`src/x86d_pkg.sv`:
```
// ----------------------------------------------------------------------------
// x86d_pkg
// Shared codes and opcode classification helpers for the 16-bit instruction
// decoder: form and operation codes, ModRM displacement and data lengths.
// ----------------------------------------------------------------------------
`default_nettype none

package x86d_pkg;

  // instruction forms as reported on the result word
  typedef enum logic [2:0] {
    F_RMREG   = 3'd0,
    F_IMMRM   = 3'd1,
    F_IMMREG  = 3'd2,
    F_ACCADDR = 3'd3,
    F_SEG     = 3'd4,
    F_IMMACC  = 3'd5,
    F_JUMP    = 3'd6
  } form_t;

  // operation kinds
  localparam logic [2:0] OP_MOV  = 3'd0;
  localparam logic [2:0] OP_ADD  = 3'd1;
  localparam logic [2:0] OP_SUB  = 3'd2;
  localparam logic [2:0] OP_CMP  = 3'd3;
  localparam logic [2:0] OP_JUMP = 3'd4;

  // arithmetic selector values (opcode bits 5:3 or ModRM reg)
  localparam logic [2:0] SEL_ADD = 3'd0;
  localparam logic [2:0] SEL_SUB = 3'd5;
  localparam logic [2:0] SEL_CMP = 3'd7;

  // opcodes needing special treatment
  localparam logic [7:0] OPC_MOV_IMM_B  = 8'hC6;
  localparam logic [7:0] OPC_MOV_IMM_W  = 8'hC7;
  localparam logic [7:0] OPC_SEG_TO_RM  = 8'h8C;
  localparam logic [7:0] OPC_SEG_FROM_RM = 8'h8E;
  localparam logic [7:0] OPC_GRP_SX     = 8'h83;

  localparam logic [2:0] RM_DIRECT = 3'b110;
  localparam logic [15:0] SIGN_FILL = 16'hFF00;

  // true when the first byte is part of the supported subset
  function automatic logic classify_ok(input logic [7:0] fb);
    logic [5:0] h6;
    logic [6:0] h7;
    h6 = fb[7:2];
    h7 = fb[7:1];
    return (h6 == 6'h22) || (h7 == 7'h63) || (fb[7:4] == 4'hB) ||
           (h7 == 7'h50) || (h7 == 7'h51) ||
           (fb == OPC_SEG_TO_RM) || (fb == OPC_SEG_FROM_RM) ||
           (h6 == 6'h20) || (h6 == 6'h00) || (h6 == 6'h0A) || (h6 == 6'h0E) ||
           (h7 == 7'h02) || (h7 == 7'h16) || (h7 == 7'h1E) ||
           (fb[7:4] == 4'h7) || (fb[7:2] == 6'h38);
  endfunction

  // form of a first byte, register/memory form when unknown
  function automatic form_t classify_form(input logic [7:0] fb);
    logic [5:0] h6;
    logic [6:0] h7;
    form_t f;
    h6 = fb[7:2];
    h7 = fb[7:1];
    f = F_RMREG;
    if (h6 == 6'h22) f = F_RMREG;
    else if (h7 == 7'h63) f = F_IMMRM;
    else if (fb[7:4] == 4'hB) f = F_IMMREG;
    else if ((h7 == 7'h50) || (h7 == 7'h51)) f = F_ACCADDR;
    else if ((fb == OPC_SEG_TO_RM) || (fb == OPC_SEG_FROM_RM)) f = F_SEG;
    else if (h6 == 6'h20) f = F_IMMRM;
    else if ((h6 == 6'h00) || (h6 == 6'h0A) || (h6 == 6'h0E)) f = F_RMREG;
    else if ((h7 == 7'h02) || (h7 == 7'h16) || (h7 == 7'h1E)) f = F_IMMACC;
    else if ((fb[7:4] == 4'h7) || (fb[7:2] == 6'h38)) f = F_JUMP;
    return f;
  endfunction

  function automatic logic has_modrm(input form_t f);
    return (f == F_RMREG) || (f == F_IMMRM) || (f == F_SEG);
  endfunction

  // displacement bytes implied by a ModRM byte
  function automatic logic [1:0] disp_len(input logic [7:0] modrm);
    logic [1:0] n;
    case (modrm[7:6])
      2'd0:    n = (modrm[2:0] == RM_DIRECT) ? 2'd2 : 2'd0;
      2'd1:    n = 2'd1;
      2'd2:    n = 2'd2;
      default: n = 2'd0;
    endcase
    return n;
  endfunction

  // immediate or offset bytes following the displacement
  function automatic logic [1:0] data_len(input logic [7:0] fb);
    logic [1:0] n;
    case (classify_form(fb))
      F_IMMRM: begin
        if ((fb == OPC_MOV_IMM_B) || (fb == OPC_MOV_IMM_W)) n = fb[0] ? 2'd2 : 2'd1;
        else n = (fb[1:0] == 2'b01) ? 2'd2 : 2'd1;
      end
      F_IMMREG:  n = fb[3] ? 2'd2 : 2'd1;
      F_ACCADDR: n = 2'd2;
      F_IMMACC:  n = fb[0] ? 2'd2 : 2'd1;
      F_JUMP:    n = 2'd1;
      default:   n = 2'd0;
    endcase
    return n;
  endfunction

endpackage

`default_nettype wire

```
`src/x86_16bit_instruction_decoder.sv`:
```
// ----------------------------------------------------------------------------
// x86_16bit_instruction_decoder
// Byte-serial decoder for a subset of the 8086 instruction set: mov, add,
// sub, cmp and the conditional jumps and loops.
// ----------------------------------------------------------------------------
// Usage: code bytes enter on the code channel (code_valid, code_stall,
// code_byte), one byte per word. The block holds the partial instruction and
// sends one result word on the result channel (result_valid, result_stall and
// the decoded fields) when the last byte of an instruction has arrived, or at
// once for an unknown first byte (bad_opcode set, length 1).
// Each byte lands in an input register, is decoded against the held state in
// one pass and, when it completes an instruction, writes the result register.
// Throughput: one byte per cycle unless the receiver stalls, set by the
// single decode pass between the input and result registers.
// Reset: rst (synchronous, active high) empties both registers and returns
// the decoder to the idle state awaiting a first byte.
// Stall: while the result register holds a word the receiver stalls, the
// byte in the input register waits and code_stall rises; the result word
// holds until taken.
// ----------------------------------------------------------------------------
`default_nettype none

module x86_16bit_instruction_decoder
  import x86d_pkg::*;
(
  input  wire logic               clk,
  input  wire logic               rst,
  // code channel
  input  wire logic               code_valid,
  output logic                    code_stall,
  input  wire logic [7:0]         code_byte,
  // result channel
  output logic                    result_valid,
  input  wire logic               result_stall,
  output logic [2:0]              op_kind,
  output logic [2:0]              form,
  output logic [7:0]              opcode_byte,
  output logic                    word_flag,
  output logic                    direction_flag,
  output logic [1:0]              mode_field,
  output logic [2:0]              reg_field,
  output logic [2:0]              rm_field,
  output logic signed [15:0]      displacement,
  output logic [15:0]             data_value,
  output logic [2:0]              length,
  output logic                    bad_opcode
);

  typedef enum logic [2:0] {
    PH_IDLE    = 3'd0,
    PH_MODRM   = 3'd1,
    PH_DISP_LO = 3'd2,
    PH_DISP_HI = 3'd3,
    PH_DATA_LO = 3'd4,
    PH_DATA_HI = 3'd5
  } phase_t;

  // input register
  logic       in_full;
  logic [7:0] in_byte;

  // held instruction state
  phase_t      phase;
  logic [7:0]  held_first_byte;
  logic [7:0]  held_modrm;
  logic [15:0] disp_accum;
  logic [15:0] data_accum;
  logic [2:0]  bytes_taken;

  logic advance;

  // decode pass results
  phase_t      phase_next;
  logic [7:0]  fb_next;
  logic [7:0]  modrm_next;
  logic [15:0] disp_next;
  logic [15:0] data_next;
  logic [2:0]  bytes_next;
  logic        emit;
  logic        first_bad;

  // result fields
  form_t       res_form;
  logic [2:0]  res_op;
  logic        res_w;
  logic        res_d;
  logic [1:0]  res_mod;
  logic [2:0]  res_reg;
  logic [2:0]  res_rm;
  logic        res_ok;

  // handshake: the input byte moves on when the result register can take a word
  assign advance    = in_full && (!result_valid || !result_stall);
  assign code_stall = in_full && !advance;

  // state update for the byte in the input register
  always_comb begin
    phase_next = phase;
    fb_next    = held_first_byte;
    modrm_next = held_modrm;
    disp_next  = disp_accum;
    data_next  = data_accum;
    bytes_next = bytes_taken + 3'd1;
    emit       = 1'b0;
    first_bad  = 1'b0;
    case (phase)
      PH_MODRM: begin
        modrm_next = in_byte;
        if (disp_len(in_byte) != 2'd0) phase_next = PH_DISP_LO;
        else if (data_len(held_first_byte) != 2'd0) phase_next = PH_DATA_LO;
        else emit = 1'b1;
      end
      PH_DISP_LO: begin
        disp_next = {8'h00, in_byte};
        if (disp_len(held_modrm) == 2'd2) begin
          phase_next = PH_DISP_HI;
        end else begin
          if (in_byte[7]) disp_next = disp_next | SIGN_FILL;
          if (data_len(held_first_byte) != 2'd0) phase_next = PH_DATA_LO;
          else emit = 1'b1;
        end
      end
      PH_DISP_HI: begin
        disp_next = disp_accum | {in_byte, 8'h00};
        if (data_len(held_first_byte) != 2'd0) phase_next = PH_DATA_LO;
        else emit = 1'b1;
      end
      PH_DATA_LO: begin
        data_next = {8'h00, in_byte};
        if (data_len(held_first_byte) == 2'd2) begin
          phase_next = PH_DATA_HI;
        end else begin
          if ((held_first_byte == OPC_GRP_SX) && in_byte[7]) data_next = data_next | SIGN_FILL;
          emit = 1'b1;
        end
      end
      PH_DATA_HI: begin
        data_next = data_accum | {in_byte, 8'h00};
        emit      = 1'b1;
      end
      default: begin
        // first byte of a new instruction
        fb_next    = in_byte;
        modrm_next = 8'h00;
        disp_next  = 16'h0000;
        data_next  = 16'h0000;
        bytes_next = 3'd1;
        if (!classify_ok(in_byte)) begin
          first_bad  = 1'b1;
          emit       = 1'b1;
          phase_next = PH_IDLE;
        end else if (has_modrm(classify_form(in_byte))) begin
          phase_next = PH_MODRM;
        end else begin
          phase_next = PH_DATA_LO;
        end
      end
    endcase
    if (emit) phase_next = PH_IDLE;
  end

  // field decode of a completed instruction
  always_comb begin
    res_form = classify_form(fb_next);
    res_op   = OP_MOV;
    res_w    = 1'b0;
    res_d    = 1'b0;
    res_reg  = 3'd0;
    res_ok   = 1'b1;
    case (res_form)
      F_RMREG: begin
        if (fb_next[7:2] != 6'h22) begin
          case (fb_next[5:3])
            SEL_ADD: res_op = OP_ADD;
            SEL_SUB: res_op = OP_SUB;
            SEL_CMP: res_op = OP_CMP;
            default: res_ok = 1'b0;
          endcase
        end
        res_w   = fb_next[0];
        res_d   = fb_next[1];
        res_reg = modrm_next[5:3];
      end
      F_IMMRM: begin
        if (!((fb_next == OPC_MOV_IMM_B) || (fb_next == OPC_MOV_IMM_W))) begin
          case (modrm_next[5:3])
            SEL_ADD: res_op = OP_ADD;
            SEL_SUB: res_op = OP_SUB;
            SEL_CMP: res_op = OP_CMP;
            default: res_ok = 1'b0;
          endcase
        end
        res_w = fb_next[0];
      end
      F_IMMREG: begin
        res_w   = fb_next[3];
        res_reg = fb_next[2:0];
      end
      F_ACCADDR: begin
        res_w = fb_next[0];
        res_d = ~fb_next[1];
      end
      F_SEG: begin
        res_w   = 1'b1;
        res_d   = (fb_next == OPC_SEG_FROM_RM);
        res_reg = modrm_next[5:3];
      end
      F_IMMACC: begin
        case (fb_next[5:3])
          SEL_ADD: res_op = OP_ADD;
          SEL_SUB: res_op = OP_SUB;
          SEL_CMP: res_op = OP_CMP;
          default: res_ok = 1'b0;
        endcase
        res_w = fb_next[0];
      end
      default: res_op = OP_JUMP;
    endcase
    res_mod = has_modrm(res_form) ? modrm_next[7:6] : 2'd0;
    res_rm  = has_modrm(res_form) ? modrm_next[2:0] : 3'd0;
  end

  // state, input register and result register
  always_ff @(posedge clk) begin
    if (rst) begin
      in_full         <= 1'b0;
      phase           <= PH_IDLE;
      held_first_byte <= 8'h00;
      held_modrm      <= 8'h00;
      disp_accum      <= 16'h0000;
      data_accum      <= 16'h0000;
      bytes_taken     <= 3'd0;
      result_valid    <= 1'b0;
    end else begin
      if (code_valid && !code_stall) begin
        in_full <= 1'b1;
        in_byte <= code_byte;
      end else if (advance) begin
        in_full <= 1'b0;
      end

      if (advance) begin
        phase           <= phase_next;
        held_first_byte <= fb_next;
        held_modrm      <= modrm_next;
        disp_accum      <= disp_next;
        data_accum      <= data_next;
        bytes_taken     <= bytes_next;
      end

      if (advance && emit) begin
        result_valid <= 1'b1;
        opcode_byte  <= fb_next;
        length       <= bytes_next;
        if (first_bad) begin
          op_kind        <= OP_MOV;
          form           <= F_RMREG;
          word_flag      <= 1'b0;
          direction_flag <= 1'b0;
          mode_field     <= 2'd0;
          reg_field      <= 3'd0;
          rm_field       <= 3'd0;
          displacement   <= 16'sd0;
          data_value     <= 16'h0000;
          bad_opcode     <= 1'b1;
        end else begin
          op_kind        <= res_ok ? res_op : OP_MOV;
          form           <= res_form;
          word_flag      <= res_w;
          direction_flag <= res_d;
          mode_field     <= res_mod;
          reg_field      <= res_reg;
          rm_field       <= res_rm;
          displacement   <= $signed(disp_next);
          data_value     <= data_next;
          bad_opcode     <= !res_ok;
        end
      end else if (!result_stall) begin
        result_valid <= 1'b0;
      end
    end
  end

`ifndef SYNTHESIS
  // a result word always reports a length between one and six bytes
  a_length_range: assert property (@(posedge clk) disable iff (rst)
    result_valid |-> (length != 3'd0) && (length <= 3'd6))
    else $error("result length out of range");

  // an unknown first byte reports only the opcode
  a_bad_first: assert property (@(posedge clk) disable iff (rst)
    (result_valid && bad_opcode && (length == 3'd1)) |->
      (op_kind == OP_MOV) && (form == F_RMREG) && (displacement == 16'sd0) &&
      (data_value == 16'h0000))
    else $error("bad first byte result carries decoded fields");

  // jumps are always two bytes with the jump operation
  a_jump_shape: assert property (@(posedge clk) disable iff (rst)
    (result_valid && (form == F_JUMP)) |-> (op_kind == OP_JUMP) && (length == 3'd2))
    else $error("jump result malformed");

  // a supported first byte never completes on its own
  a_first_waits: assert property (@(posedge clk) disable iff (rst)
    (advance && (phase == PH_IDLE) && classify_ok(in_byte)) |=> (phase != PH_IDLE))
    else $error("decoder returned to idle after a supported first byte");
`endif

endmodule

`default_nettype wire

```
`config.mk`:
```
export PLATFORM = sky130hd
export DESIGN_NAME = x86_16bit_instruction_decoder
export DESIGN_NICKNAME = d
export VERILOG_FILES = /design/src/x86d_pkg.sv /design/src/x86_16bit_instruction_decoder.sv
export SDC_FILE = /design/constraint.sdc
export NUM_CORES = 1
export LEC_CHECK = 0
export ABC_AREA = 1
export ABC_CLOCK_PERIOD_IN_PS = 5950
export BUFFER_PORTS_ARGS = -buffer_cell sky130_fd_sc_hd__buf_2
export CAP_MARGIN = 20
export CORE_UTILIZATION = 58
export CTS_CLUSTER_SIZE = 30
export DETAILED_ROUTE_END_ITERATION = 10
export MAX_ROUTING_LAYER = met4
export PLACE_DENSITY = 0.8
export SYNTH_ARGS = -nofsm -noshare
export SYNTH_HDL_FRONTEND = slang
export SYNTH_SLANG_ARGS = --single-unit
```
`constraint.sdc`:
```
create_clock -name clk -period 5.95 [get_ports clk]
set_input_delay 0.2975 -clock clk [delete_from_list [all_inputs] [get_ports clk]]
set_output_delay 0.2975 -clock clk [all_outputs]
set_load 0.1 [all_outputs]
```
Word-level counts from Yosys, hierarchy flattened
Cells that the tools add are included.

Input bits: 12. Output and inout port bits: 62. Register bits: 124. Bits in writable memories: 0. Memories kept: 0. Latch bits: 0. Memory bits (read-only): 0.

Shift operators: 0. Multiply operators: 0. Div/mod/pow operators: 0. Add/sub/neg operators: 1. Bitwise logic cells: 6. Magnitude comparators: 0. Reduce and logical (&&, ||, !) cells: 81. Muxes and demuxes: 100. Equal/unequal tests: 102.

Operators by type and width (count): $mux W3 (45); $pmux W16 S3 (2); $eq A8 B8 Y1 const B (11); $mux W16 (4); $eq A7 B7 Y1 const B (9); $eq A3 B3 Y1 const B (19); $eq A6 B6 Y1 const B (9); $logic_or A1 B1 Y1 (43); $eq A7 B5 Y1 const B (6); $pmux W2 S5 (4); $eq A3 B2 Y1 const B (12); $eq A6 B4 Y1 const B (6); $mux W2 (16); $or A16 B16 Y16 (2); $pmux W2 S3 (4); $eq A3 B1 Y1 const B (7); $eq A7 B2 Y1 const B (3); $logic_not A6 Y1 (3); $mux W1 (16); $pmux W8 S2 (1); $pmux W3 S5 (1); $reduce_or A3 Y1 (5); $eq A4 B3 Y1 const B (3); $eq A4 B4 Y1 const B (3); other kinds (24) (56).

Longest topological paths before layout
Gate-level depths: netlist (run 1).

Depth after elaboration: 25. Depth in mapped cells: 17.

Worst setup path after synthesis (run 1)
OpenSTA, ideal clock, no wires.

Kind: register -> register. From: register in_byte[5]. To: register bad_opcode (enable). Setup time: 0.478 ns. Path slack: 1.397 ns. Arrival: 4.075 ns. Cell stages (with the launch flop): 9. Period minus slack after synthesis: 4.553 ns. Buffers on the path: 0. Cell sequence: edfxtp_1 -> clkinv_1 -> nor2_1 -> nor3_1 -> o21ai_0 -> nand4_1 -> nand3_1 -> nand2_1 -> nor2_1.

Word-level cells in the longest chain between the ends: 20.

RTL lines: from (decl) (RTL line x86_16bit_instruction_decoder.sv:60) `logic [7:0] in_byte;`; from (signal assigned) (RTL line x86_16bit_instruction_decoder.sv:237) `in_byte <= code_byte;`; $eq A7 B7 Y1 or $eq A6 B6 Y1 (tied branches) (RTL line x86d_pkg.sv:49) `return (h6 == 6'h22) || (h7 == 7'h63) || (fb[7:4] == 4'hB) ||`; $logic_or A1 B1 Y1 (3 in series) (RTL line x86d_pkg.sv:49); $logic_or A1 B1 Y1 (2 in series) (RTL line x86d_pkg.sv:50) `(h7 == 7'h50) || (h7 == 7'h51) ||`; $logic_or A1 B1 Y1 (2 in series) (RTL line x86d_pkg.sv:51) `(fb == OPC_SEG_TO_RM) || (fb == OPC_SEG_FROM_RM) ||`; $logic_or A1 B1 Y1 (4 in series) (RTL line x86d_pkg.sv:52) `(h6 == 6'h20) || (h6 == 6'h00) || (h6 == 6'h0A) || (h6 == 6'h0E) ||`; $logic_or A1 B1 Y1 (3 in series) (RTL line x86d_pkg.sv:53) `(h7 == 7'h02) || (h7 == 7'h16) || (h7 == 7'h1E) ||`; $logic_or A1 B1 Y1 (*) (RTL line x86d_pkg.sv:54) `(fb[7:4] == 4'h7) || (fb[7:2] == 6'h38);`; $mux W1 (*) (RTL line x86_16bit_instruction_decoder.sv:148) `if (!classify_ok(in_byte)) begin`; $pmux W1 S5 (*) (RTL line x86_16bit_instruction_decoder.sv:106) `case (phase)`; $logic_and A1 B1 Y1 (*) (RTL line x86_16bit_instruction_decoder.sv:251) `if (advance && emit) begin`; $reduce_and A2 Y1 (no line) (*); to (signal assigned) (RTL line x86_16bit_instruction_decoder.sv:276) `bad_opcode <= !res_ok;`; to (decl) (RTL line x86_16bit_instruction_decoder.sv:46) `output logic bad_opcode`.

Mark *: on every way between the ends. The rest lies on a longest branch, timed or not. A chain may end at the register's enable or synchronous reset.

Worst setup path in the final report (run 1)
From: register in_byte[5]. To: register op_kind[1] (enable).

Word-level cells in the longest chain between the ends: 20.

RTL lines: $eq A7 B7 Y1 or $eq A6 B6 Y1 (tied branches) (RTL line x86d_pkg.sv:49); $logic_or A1 B1 Y1 (3 in series) (RTL line x86d_pkg.sv:49); $logic_or A1 B1 Y1 (2 in series) (RTL line x86d_pkg.sv:50); $logic_or A1 B1 Y1 (2 in series) (RTL line x86d_pkg.sv:51); $logic_or A1 B1 Y1 (4 in series) (RTL line x86d_pkg.sv:52); $logic_or A1 B1 Y1 (3 in series) (RTL line x86d_pkg.sv:53); $logic_or A1 B1 Y1 (*) (RTL line x86d_pkg.sv:54); $mux W1 (*) (RTL line x86_16bit_instruction_decoder.sv:148); $pmux W1 S5 (*) (RTL line x86_16bit_instruction_decoder.sv:106); $logic_and A1 B1 Y1 (*) (RTL line x86_16bit_instruction_decoder.sv:251); $reduce_and A2 Y1 (no line) (*); to (signal assigned) (RTL line x86_16bit_instruction_decoder.sv:267) `op_kind <= res_ok ? res_op : OP_MOV;`; to (decl) (RTL line x86_16bit_instruction_decoder.sv:35) `output logic [2:0] op_kind,`.

Marks and branches as above.

==> out/qor.yml, run 1 <==
placement:
  place_area_um2: 6440
  numPortBuffers: 73
  place_ws_ns: 2.39
  hpwl_um: 9690
  gp_congestion: 0.918
  dp.cells: 893
setup_path:
  cp.depth: 9
  end_kind: "register"
  worstSetupPathType: "reg -> reg"
  r2r-start: "in_byte[5]"
  r2r_cells: 9
  cp.arrival_ns: 3.70
  r2r_end: "op_kind[1]"
  cp.buffers_inverters: 2
  cp_top_family: "simple AND/OR/NAND/NOR gates"
  required_ns: 6.13
  cp_slowest_cell: "nor2_4"
  slowest_delay_ns: 0.62
  reg2reg_slack_ns: 2.43
  critPathLaunchType: "register"
  worst-path-max-fanout: 34
  crit_chain: "clkinv_1, nor2_1, nor3_1, o21ai_0, nand4_1, nand3_1, nand2_1, nor2_4, buf_4"
floorplanning:
  ioPinCount: 74
  die_h_um: 104
  coreArea_um2: 9910
  row_count: 36
  die_w_um: 104
  start_util_pct: 60.4
  die_area_um2: 10700
clock_network:
  ctsHtreeMaxLevel: 4
  postCtsSetupBuffers: 0
  clk_pin_slew_ns: 0.06
  cts_tree: "yes"
  clk_latency_ns: 0.53
  cts.sink_count: 124
  clock_path_buffers: 2
  root_buffer: "clkbuf_8"
  cts_buffers: 17
route:
  drtIter0Drc: 460
  wl_met3_um: 1090
  wl_met2_um: 6940
  drc: 0
  post_drt_wl_per_cell_um: 15.6
  dr.pass1.iters: 6
  wl_met1_um: 6200
  route.vias.total: 5176
  vias_per_cell: 5.54
  drtAntennaViolNets: 0
  wirelength_um: 14500
  maxUsedRoutingLayer: "met4"
yosys:
  synth_top_area_cell: "edfxtp_1"
  ys_async_sr_fraction_pct: 0
  yosysWarnings: 0
  synth_cell_type_count: 35
  yosysSeqAreaShare_pct: 52.8
  synth-seq-cells: 124
  synth.avg_cell_area_um2: 8.48
  yosys.area.top_type_share_pct: 34.1
  synth_cells: 706
  ys.flop_type: "edfxtp_1"
  synth_area_leaders: "edfxtp_1 34%, dfxtp_1 19%, inv_1 8.8%"
  netlist_area_um2: 5990
  synth_fp_nets: 719
  synth_edf_count: 68
finish:
  fill_cells: 801
  antenna_cells: 0
  area_growth_pct: 18.2
  layout_common_cells: "140 x inv_1, 90 x nand2_1, 80 x o21ai_0"
  nets: 801
  fin_area_um2: 7080
  layout_commonest_cell: "inv_1"
  finalNonFillerCells: 934
  drive_gt1_share_pct: 19.1
global_routing:
  gr-usage-all-layers_pct: 28.8
  grt_pass1_vias: 4781
  grt_first_pass_wirelength_um: 23400
  antenna_found_initial: 0
  grt_max_degree: 97
  grt-ovfl-total: 0
min_path:
  min_path_cells: 3
  min_to: "result_valid"
  hold_start: "result_stall"
  hold_path_class: "in -> reg"
power_and_ir_drop:
  pwr-share-seq_pct: 41.2
  intPower_w: 0.00162
  power_w: 0.00239
  power.leakage_nw: 3.21
  pwr-share-clk_pct: 39.1
  power_per_cell_area_nw_per_um2: 338
  combPwrFrac_pct: 19.7
  switchingPower_w: 0.000773
  peakVddDrop_mv: 0.233
  swShare_pct: 32.3
timing:
  fmax_mhz: 284
  hold_viol: 0
  period_minus_slack_ns: 3.52
  rsz0062_at_grt: "false"
  tightest_slew_ns: 0.964
  finalSetupTns_ns: 0
  setup_ws_ns: 2.43
  period_share_pct: 59.1
  setup_violations: 0
  final_max_slew_viol_count: 0
  skew_ns: 0.00814
  slew_headroom_pct: 35.3
outcome:
  outcome: "finished clean"
job:
  maxCapViolCount: 0
-- worst max path at each step --
stage	start	endpoint	slack, ns
4_1_cts	in_byte[5]	op_kind[1]	2.40
3_3_place_gp	in_byte[5]	opcode_byte[1]	2.57
2_1_floorplan	in_byte[5]	bad_opcode	1.40
3_5_place_dp	in_byte[5]	opcode_byte[6]	2.39
6_report	in_byte[5]	op_kind[1]	2.43
5_1_grt	in_byte[5]	op_kind[1]	2.00
-- cells by family (layout without fill, tap and decap cells) --
logic type | count (synthesis) | after routing | synth area share (%)
buffers and inverters | 169 | 264 | 11.0
adder cells (fa/ha/maj) | 1 | 1 | 0.209
flip-flops | 124 | 124 | 52.8
AND/OR/NAND/NOR | 232 | 232 | 19.3
AO/OA/AOI/OAI | 180 | 180 | 16.6
-- synthesized netlist by cell type (2+ instances only) --
cell type,count
nand4_1,14
edfxtp_1,68
nor2_4,2
nor3_1,12
clkinv_1,2
nand2_4,4
a211oi_1,2
o211ai_1,11
nor2_1,40
nand3_2,6
o21a_1,2
a21oi_1,57
buf_6,3
buf_1,3
nand3_1,36
inv_2,5
nand2_2,15
o21ai_0,80
o21ai_4,2
inv_1,140
nor2_2,7
clkbuf_1,15
o22ai_1,23
dfxtp_1,56
nand2_1,91
-- worst register-to-register path, cell delays in order, from the launching register on --
cell	delay, ns
edfxtp_1	0.46
clkinv_1	0.34
nor2_1	0.24
nor3_1	0.08
o21ai_0	0.23
nand4_1	0.36
nand3_1	0.20
nand2_1	0.11
nor2_4	0.62
buf_4	0.51
-- power by group through the flow --
stage	Sequential, W	Clock (W)	Combinational [W]
after detailed placement	0.00100	0	0.000458
final	0.000986	0.000936	0.000472
after floorplan	0.00113	0	0.000243
after global placement	0.00100	0	0.000451
after global routing	0.000990	0.000986	0.000510
after CTS	0.000986	0.000943	0.000467
-- registers in the layout, summed over array words and instances (netlist names), 2 cells and up --
name,count
data_accum,16
data_value,16
disp_accum,16
displacement,16
held_first_byte,8
held_modrm,8
in_byte,8
opcode_byte,8
bytes_taken,3
form,3
length,3
op_kind,3
phase,3
reg_field,3
rm_field,3
mode_field,2
-- timing repair --
item                      in CTS  in global routing
resized for setup              0                  0
hold buffers                   9                  0
hold endpoints to repair       9                  0
-- metal layers --
| metal | GRT usage, % | vias to the layer above |
|---|---|---|
| met4 | 11.8 | 0 |
| met3 | 5.73 | 29 |
| met5 | - | - |
| li1 | - | 2528 |
| met2 | 44.1 | 221 |
| met1 | 37.5 | 2398 |
-- through the flow --
step	hold slack [ns]	util (%)
5_1_grt	0.251	71.4
4_1_cts	0.228	71.4
3_3_place_gp	0.476	65.0
2_1_floorplan	0.396	-
6_report	0.247	71.4
3_5_place_dp	0.476	65.0
-- layout make-up --
type	instances	area (um^2)	area share, %
Clock buffer	19	422	5.96
Clock inverter	13	120	1.70
Inverter	147	552	7.80
Multi-Input combinational cell	413	2170	30.7
Sequential cell	124	3160	44.7
Tap cell	133	166	2.35
Timing Repair Buffer	85	478	6.76
No activity file was read; power rests on OpenSTA's default activity.
==> run 2, diff against run 1 <==
ABC_CLOCK_PERIOD_IN_PS = 3200   (was 5950)
CORE_UTILIZATION = 52   (was 58)
PLACE_DENSITY = 0.75   (was 0.8)
clock period = 3.2 ns   (was 5.95 ns; I/O delays follow)
==> out/qor.yml, run 2 (synthesized netlist as in run 1, its figures left out) <==
clock_network:
  clock_path_buffers: 2
  clk_latency_ns: 0.42
  root_buffer: "clkbuf_16"
  cts_tree: "yes"
  cts.sink_count: 124
  cts_buffers: 17
  ctsHtreeMaxLevel: 4
  clk_pin_slew_ns: 0.06
timing:
  final_max_slew_viol_count: 0
  period_share_pct: 82.6
  setup_ws_ns: 0.556
  hold_viol: 0
  finalSetupTns_ns: 0
  skew_ns: 0.00630
  rsz0062_at_grt: "false"
  fmax_mhz: 378
  setup_violations: 0
  slew_headroom_pct: 42.6
  tightest_slew_ns: 0.854
  period_minus_slack_ns: 2.64
route:
  dr.pass1.iters: 8
  drtIter0Drc: 439
  vias_per_cell: 5.46
  wirelength_um: 14400
  drtAntennaViolNets: 0
  route.vias.total: 5153
  drc: 0
  post_drt_wl_per_cell_um: 15.3
floorplanning:
  die_w_um: 109
  ioPinCount: 74
  die_h_um: 109
  die_area_um2: 11900
  coreArea_um2: 11000
  start_util_pct: 54.3
  row_count: 38
global_routing:
  gr-usage-all-layers_pct: 26.8
  antenna_found_initial: 0
  grt_max_degree: 97
  grt_first_pass_wirelength_um: 23400
  grt_pass1_vias: 4945
  grt-ovfl-total: 0
setup_path:
  r2r_cells: 9
  end_kind: "register"
  crit_chain: "clkinv_1, nor2_1, nor3_1, o21ai_0, nand4_1, nand3_1, nand2_1, nor2_4, buf_4"
  cp.arrival_ns: 2.70
  slowest_delay_ns: 0.46
  r2r_end: "data_value[11]"
  worstSetupPathType: "reg -> reg"
  reg2reg_slack_ns: 0.56
  critPathLaunchType: "register"
  required_ns: 3.25
  cp_slowest_cell: "edfxtp_1"
  cp_top_family: "buffers and inverters"
  cp.buffers_inverters: 2
  r2r-start: "in_byte[5]"
  worst-path-max-fanout: 39
power_and_ir_drop:
  pwr-share-seq_pct: 40.0
  power_per_cell_area_nw_per_um2: 641
  switchingPower_w: 0.00145
  swShare_pct: 31.5
  peakVddDrop_mv: 0.357
  power.leakage_nw: 3.23
  intPower_w: 0.00314
  pwr-share-clk_pct: 40.9
  combPwrFrac_pct: 19.1
job:
  maxCapViolCount: 0
placement:
  gp_congestion: 0.918
  place_ws_ns: 0.605
  dp.cells: 903
  numPortBuffers: 73
  hpwl_um: 9370
finish:
  area_growth_pct: 19.5
  finalNonFillerCells: 944
  layout_commonest_cell: "inv_1"
  regArea_um2: 3160
  fill_cells: 896
  nets: 804
  layout_common_cells: "140 x inv_1, 90 x nand2_1, 80 x o21ai_0"
  antenna_cells: 0
  multi_input_area_um2: 2170
  drive_gt1_share_pct: 19.7
min_path:
  min_path_cells: 3
  hold_path_class: "in -> reg"
  min_to: "result_valid"
  hold_start: "result_stall"
outcome:
  outcome: "finished clean"
==> run 2: changes by cell type in the layout (fill, tap and decap cells not counted), sizes merged <==
cell and delta:
clkinv -3, buf +3, clkbuf +1, clkinvlp +4
inv -2
==> run 2: stage by stage <==
| step | hold WS [ns] | total power, W | area (um^2) | utilization [%] |
|---|---|---|---|---|
| after global placement | 0.336 | 0.00270 | 6470 | 58.7 |
| after floorplan | 0.259 | 0.00256 | 6000 | - |
| after global routing | 0.193 | 0.00475 | 7160 | 64.9 |
| final | 0.158 | 0.00459 | 7160 | 64.9 |
| after CTS | 0.147 | 0.00459 | 7160 | 64.9 |
| after detailed placement | 0.338 | 0.00272 | 6470 | 58.7 |
==> run 2: worst min-delay path, delay by kind of cell <==
family	cells	cell delay, ns
AO/OA/AOI/OAI	1	0.11
buffers and inverters	1	0.09
AND/OR/NAND/NOR	1	0.15
==> run 2: repair_timing <==
item / CTS / global route
buffers inserted: 0 / 0
hold buffers: 9 / 0
gates resized for setup: 0 / 0
hold endpoints to repair: 9 / 0
==> run 2: cell type report <==
cell class                 count  area share (%)
tap                          140            2.45
clock buffer                  20            6.68
multi-input combinational    413            30.4
inverter                     147            7.71
timing repair buffer          88            6.99
sequential                   124            44.2
clock inverter                12            1.59
==> run 2: layer usage <==
metal / GRT usage (%) / up-vias / routed length, um
met5: - / - / 0
met4: 12.8 / 0 / 444
met3: 6.28 / 39 / 979
met2: 41.4 / 223 / 6750
met1: 33.3 / 2358 / 6260
li1: - / 2533 / -
==> run 2: how the worst max path moves through the flow <==
stage	from	endpoint	slack, ns	depth (start not counted)
final	in_byte[5]	data_value[11]	0.56	9
after global routing	in_byte[5]	data_value[6]	0.40	9
after CTS	in_byte[5]	data_value[8]	0.60	9
after detailed placement	in_byte[5]	displacement[2]	0.60	9
after global placement	in_byte[5]	data_value[15]	0.72	9
after floorplan	in_byte[5]	bad_opcode	0.30	8
==> run 2: power groups by stage <==
| stage | registers, W | logic, W | clock network (W) |
|---|---|---|---|
| 5_1_grt | 0.00184 | 0.000951 | 0.00196 |
| 3_3_place_gp | 0.00186 | 0.000837 | 0 |
| 4_1_cts | 0.00183 | 0.000866 | 0.00189 |
| 2_1_floorplan | 0.00210 | 0.000454 | 0 |
| 6_report | 0.00183 | 0.000876 | 0.00188 |
| 3_5_place_dp | 0.00187 | 0.000849 | 0 |
